[config.mk]
export PLATFORM = sky130hd
export DESIGN_NAME = smic_eval
export DESIGN_NICKNAME = d
export VERILOG_FILES = /design/src/sv/smic_pkg.sv /design/src/sv/smic_eval.sv
export SDC_FILE = /design/constraint.sdc
export NUM_CORES = 1
export LEC_CHECK = 0
export ABC_AREA = 1
export ABC_CLOCK_PERIOD_IN_PS = 4900
export BUFFER_PORTS_ARGS = -buffer_cell sky130_fd_sc_hd__buf_4
export CAP_MARGIN = 40
export CORE_ASPECT_RATIO = 0.75
export CORE_MARGIN = 3
export CORE_UTILIZATION = 50
export DETAILED_ROUTE_END_ITERATION = 8
export PLACE_DENSITY = 0.82
export SETUP_SLACK_MARGIN = 0.4
export SYNTH_ARGS = -nofsm -noshare
export SYNTH_HDL_FRONTEND = slang
export SYNTH_SLANG_ARGS = --single-unit
[constraint.sdc]
create_clock -name vclk -period 4.9
set_input_delay 0.735 -clock vclk [all_inputs]
set_output_delay 0.735 -clock vclk [all_outputs]
set_load 0.05 [all_outputs]
[src/sv/smic_pkg.sv]
package smic_pkg;

  localparam int unsigned SHADOW_BYTES = 65536;
  localparam int unsigned PAGE_BYTES   = 4096;

  localparam int unsigned SHADOW_AW = $clog2(SHADOW_BYTES);
  localparam int unsigned ROW_AW    = SHADOW_AW - 2;
  localparam int unsigned BANK_AW   = ROW_AW - 1;
  localparam int unsigned PAGE_BITS = $clog2(PAGE_BYTES);
  localparam int unsigned LANES     = 4;
  localparam int unsigned ROW_W     = 2 * LANES;
  localparam int unsigned POS_W     = $clog2(2 * LANES);

  localparam logic [1:0] ACT_READ  = 2'd0;
  localparam logic [1:0] ACT_WRITE = 2'd1;
  localparam logic [1:0] ACT_MARK  = 2'd2;
  localparam logic [1:0] ACT_NONE  = 2'd3;

  localparam logic [1:0] SZ_1 = 2'd0;
  localparam logic [1:0] SZ_2 = 2'd1;

  localparam logic [1:0] SH_UNALLOC = 2'd0;
  localparam logic [1:0] SH_INIT    = 2'd2;

  localparam logic [1:0] MODE_OFF    = 2'd0;
  localparam logic [1:0] MODE_ALWAYS = 2'd1;
  localparam logic [1:0] MODE_ONCE   = 2'd2;

  localparam logic [1:0] CFG_CHECK_MODE  = 2'd0;
  localparam logic [1:0] CFG_PARTIAL_OK  = 2'd1;
  localparam logic [1:0] CFG_WINDOW_BASE = 2'd2;

  typedef struct packed {
    logic [1:0]  action;
    logic [31:0] address;
    logic [1:0]  size_code;
    logic [31:0] instr_address;
    logic [1:0]  mark_state;
  } item_t;

  typedef struct packed {
    logic       untracked;
    logic       page_cross_bug;
    logic [1:0] found_state;
    logic       report;
    logic       bad_read;
  } result_t;

  typedef struct packed {
    logic              wr;
    logic [ROW_W-1:0]  wr_first;
    logic [ROW_W-1:0]  wr_second;
    logic              set_ip;
    logic              set_done;
  } eval_upd_t;

  typedef struct packed {
    logic              rd;
    logic              wr;
    logic [ROW_AW-1:0] row;
    logic [ROW_W-1:0]  wr_first;
    logic [ROW_W-1:0]  wr_second;
  } store_req_t;

endpackage

[src/sv/smic_eval.sv]
module smic_eval import smic_pkg::*; (
  input  item_t            item_i,
  input  logic [1:0]       check_mode_i,
  input  logic             partial_ok_i,
  input  logic [31:0]      window_base_i,
  input  logic [31:0]      last_ip_i,
  input  logic             oneshot_done_i,
  input  logic [ROW_W-1:0] rd_first_i,
  input  logic [ROW_W-1:0] rd_second_i,
  output result_t          res_o,
  output eval_upd_t        upd_o
);

  logic [31:0]      off;
  logic             tracked;
  logic [LANES-1:0] span;
  logic [1:0]       last;
  logic [PAGE_BITS:0] page_sum;
  logic             spans_page;
  logic [1:0]       view [2*LANES];
  logic [1:0]       found;
  logic [POS_W-1:0] pos;
  logic [1:0]       wval;
  logic             bad;
  logic             active;

  always_comb begin
    off     = item_i.address - window_base_i;
    tracked = (off[31:SHADOW_AW] == '0);

    case (item_i.size_code)
      SZ_1: begin
        span = 4'b0001;
        last = 2'd0;
      end
      SZ_2: begin
        span = 4'b0011;
        last = 2'd1;
      end
      default: begin
        span = 4'b1111;
        last = 2'd3;
      end
    endcase

    // carry out of the in-page offset means the access spans two pages
    page_sum   = {1'b0, item_i.address[PAGE_BITS-1:0]} + (PAGE_BITS+1)'(last);
    spans_page = page_sum[PAGE_BITS];

    for (int i = 0; i < LANES; i++) begin
      view[i]         = rd_first_i[2*i +: 2];
      view[i + LANES] = rd_second_i[2*i +: 2];
    end

    // scan bytes low to high so the highest matching byte wins
    pos   = POS_W'(off[1:0]);
    found = view[pos];
    for (int k = 0; k < LANES; k++) begin
      pos = POS_W'(off[1:0]) + POS_W'(k);
      if (span[k] && (partial_ok_i ? (view[pos] == SH_INIT) : (view[pos] != SH_INIT))) begin
        found = view[pos];
      end
    end

    bad    = (found != SH_INIT);
    active = (check_mode_i == MODE_ALWAYS) ||
             ((check_mode_i == MODE_ONCE) && !oneshot_done_i);
    wval   = (item_i.action == ACT_MARK) ? item_i.mark_state : SH_INIT;

    res_o = '0;
    upd_o = '0;
    if (item_i.action != ACT_NONE) begin
      if (!tracked) begin
        res_o.untracked = 1'b1;
      end else if (item_i.action == ACT_MARK) begin
        upd_o.wr = 1'b1;
      end else if (spans_page) begin
        res_o.page_cross_bug = 1'b1;
      end else if (item_i.action == ACT_WRITE) begin
        upd_o.wr = 1'b1;
      end else begin
        res_o.found_state = found;
        if (bad) begin
          res_o.bad_read = 1'b1;
          res_o.report   = active && (item_i.instr_address != last_ip_i);
          upd_o.wr       = 1'b1;
          upd_o.set_ip   = res_o.report;
          upd_o.set_done = (check_mode_i == MODE_ONCE) && !oneshot_done_i;
        end
      end
    end

    // merge the new byte states into both rows
    for (int k = 0; k < LANES; k++) begin
      pos = POS_W'(off[1:0]) + POS_W'(k);
      if (span[k]) begin
        view[pos] = wval;
      end
    end
    for (int i = 0; i < LANES; i++) begin
      upd_o.wr_first[2*i +: 2]  = view[i];
      upd_o.wr_second[2*i +: 2] = view[i + LANES];
    end
  end

endmodule

==> flow_summary.yaml <==
pwr:
  power.net_switching_uw: 505
  internal_power_uw: 322
  switching_share_pct: 61.1
  ir_drop_uv: 97.6
  combPwrFrac_pct: 100.0
  power_density_nw_per_um2: 152
  clockPowerShare_pct: 0
  p_seq_share_pct: 0
  p_total_uw: 827
  p_leak_uw: 0.00313
timing:
  hold_viol: 0
  rsz0062_at_grt: "false"
  setup_slack_ns: 0.522
  report.final.slew_viol_count: 0
  finalCritPeriodShare_pct: 89.3
  slew_headroom_pct: 49.8
  clock.fmax_ghz: 0.228
  hold_ws_ns: 1.87
  min_period_ns: 4.38
  setup_viol: 0
  tightest_slew_ns: 0.746
  fin_setup_tns_ns: 0
drt:
  drt_pass1_iterations: 6
  viasPerCell: 5.32
  postRouteWirelength_um: 14400
  drc: 0
  ant_nets: 0
  drtIter0Drc: 455
  via_count: 5423
  wire_per_inst_um: 14.1
synth:
  synthMostInstantiatedCell: "nand2_1"
  ys_seq_area_share_pct: 0
  syn_avg_cell_area_um2: 5.16
  synth_area_leader_cell: "nand2_1"
  syn_nets: 933
  synthesis.instances: 740
  synth.cell_area_um2: 3820
  synthTopCellsByCount: "nand2_1, inv_1, nor2_1"
  yosysWarnings: 0
  ys_types: 45
  synthTopCellsByArea: "nand2_1, inv_1, ha_1"
  synth_top_area_share_pct: 23.7
setup_path:
  critPathArrivalTime_ns: 3.64
  cp_max_fo: 7
  critical_path_buf_inv_count: 6
  cpMaxStageDelayCell: "fa_1"
  critPathKind: "primary input to output port"
  cp_slowest_stage_delay_ns: 0.53
  critical-path-top-delay-family: "simple AND/OR/NAND/NOR gates"
  worstPathCellList: "buf_4 -> inv_2 -> ha_2 -> fa_1 -> clkinv_2 -> ha_4 -> buf_4 -> nand3_1 -> a21oi_1 -> nor2_2 -> nand2_1 -> nor2_1 -> nor2_1 -> nand2_1 -> nand2_1 -> inv_1 -> nand2_2 -> nand2_4 -> nand2_4 -> nand2_4 -> nor3_4 -> buf_6"
  cp.required_ns: 4.16
  crit_path_end_kind: "output port"
  worstSetupStartpointType: "primary input"
placed_design:
  place.gp.congestion: 1.01
  hpwl_um: 12400
  port_buffers: 179
  place_ws_ns: 0.197
cells_and_area:
  regArea_um2: 0
  area_growth_pct: 42.6
  nClkBuffers: 0
  n_antenna_cell: 0
  seq_cell_count: 0
  drive_above_1_share_pct: 28.0
  fin_nets: 1116
  nFillCells: 564
status:
  status: "finished, final reports clean"
run:
  cap_violations: 0
global_route:
  grt_first_pass_wirelength_um: 21900
  grt_overflow: 0
  grt_max_degree: 20
  track_usage_pct: 30.2
  grt_antenna_before_repair: 0
  grt_pass1_vias: 4818
floorplanning:
  dieArea_um2: 8740
  die_x_um: 107
  io_pins: 179
  core_region_area_um2: 7090
  row_count: 26
  die_h_um: 81.7
  start_util_pct: 53.9
min_path:
  hold_class: "primary input to output port"
## cell families (layout without fill, tap and decap cells)
logic type               after synthesis  count (layout)  synth area share, %
AO/OA/AOI/OAI                         89              89                 13.4
XOR/XNOR                              31              31                 7.11
adder cells (fa/ha/maj)               39              39                 13.0
buffers and inverters                149             330                 15.7
multiplexers                           2               2                0.590
AND/OR/NAND/NOR                      430             430                 50.3
## metrics by stage
step	utilization, %	cells	cell area (µm²)
2_1_floorplan	-	740	3850
6_report	76.8	1019	5450
3_3_place_gp	74.3	1012	5270
5_1_grt	76.8	1019	5450
4_1_cts	74.7	1013	5300
3_5_place_dp	74.3	1012	5270
## per-layer routing
metal  global-route usage [%]  wire length, µm  part of all wire, %
met5                        0                0                    0
met4                     2.94              127                 0.88
met3                     4.01             1480                   10
met2                     52.8             6550                   46
met1                     41.2             6230                   43
## cell type report
type	instances	area, µm²	area share [%]
timing repair buffer	188	1430	26.3
multi-input combinational	591	3350	61.4
inverter	142	546	10.0
tap	98	123	2.25
## worst paths after layout
path	startpoint	to	slack, ns	cells past startpoint
worst max-delay path	item_i[36]	res_o[1]	0.52	22
worst min-delay path	rd_second_i[0]	upd_o[2]	1.87	4
## cell usage in the layout (no fill, tap or decap), types with 5 or more instances in the layout
cell type	instances
a21oi_1	39
nand4_1	23
nand3_1	39
inv_2	7
nand2_1	236
o21ai_1	5
buf_4	182
ha_1	35
o21ai_0	22
inv_1	130
nor3_1	7
nand3b_1	6
nand2_4	5
xnor2_1	30
nor2_1	68
nor2_2	8
nand3_2	5
buf_6	6
nand2_2	14
nor3_2	7
## power by group through the flow
stage	logic [µW]	clock network, µW	registers, µW
finish	827	0	0
global route	899	0	0
CTS	751	0	0
detailed placement	739	0	0
global placement	722	0	0
floorplan	499	0	0
## what timing repair did
action                                  in CTS  in global routing
setup buffers                                1                  6
resized for setup                            7                 30
pin swaps                                    2                 23
endpoints found under the setup margin       6                  6
hold buffers                                 0                  0
No activity file was read; power rests on OpenSTA's default activity.
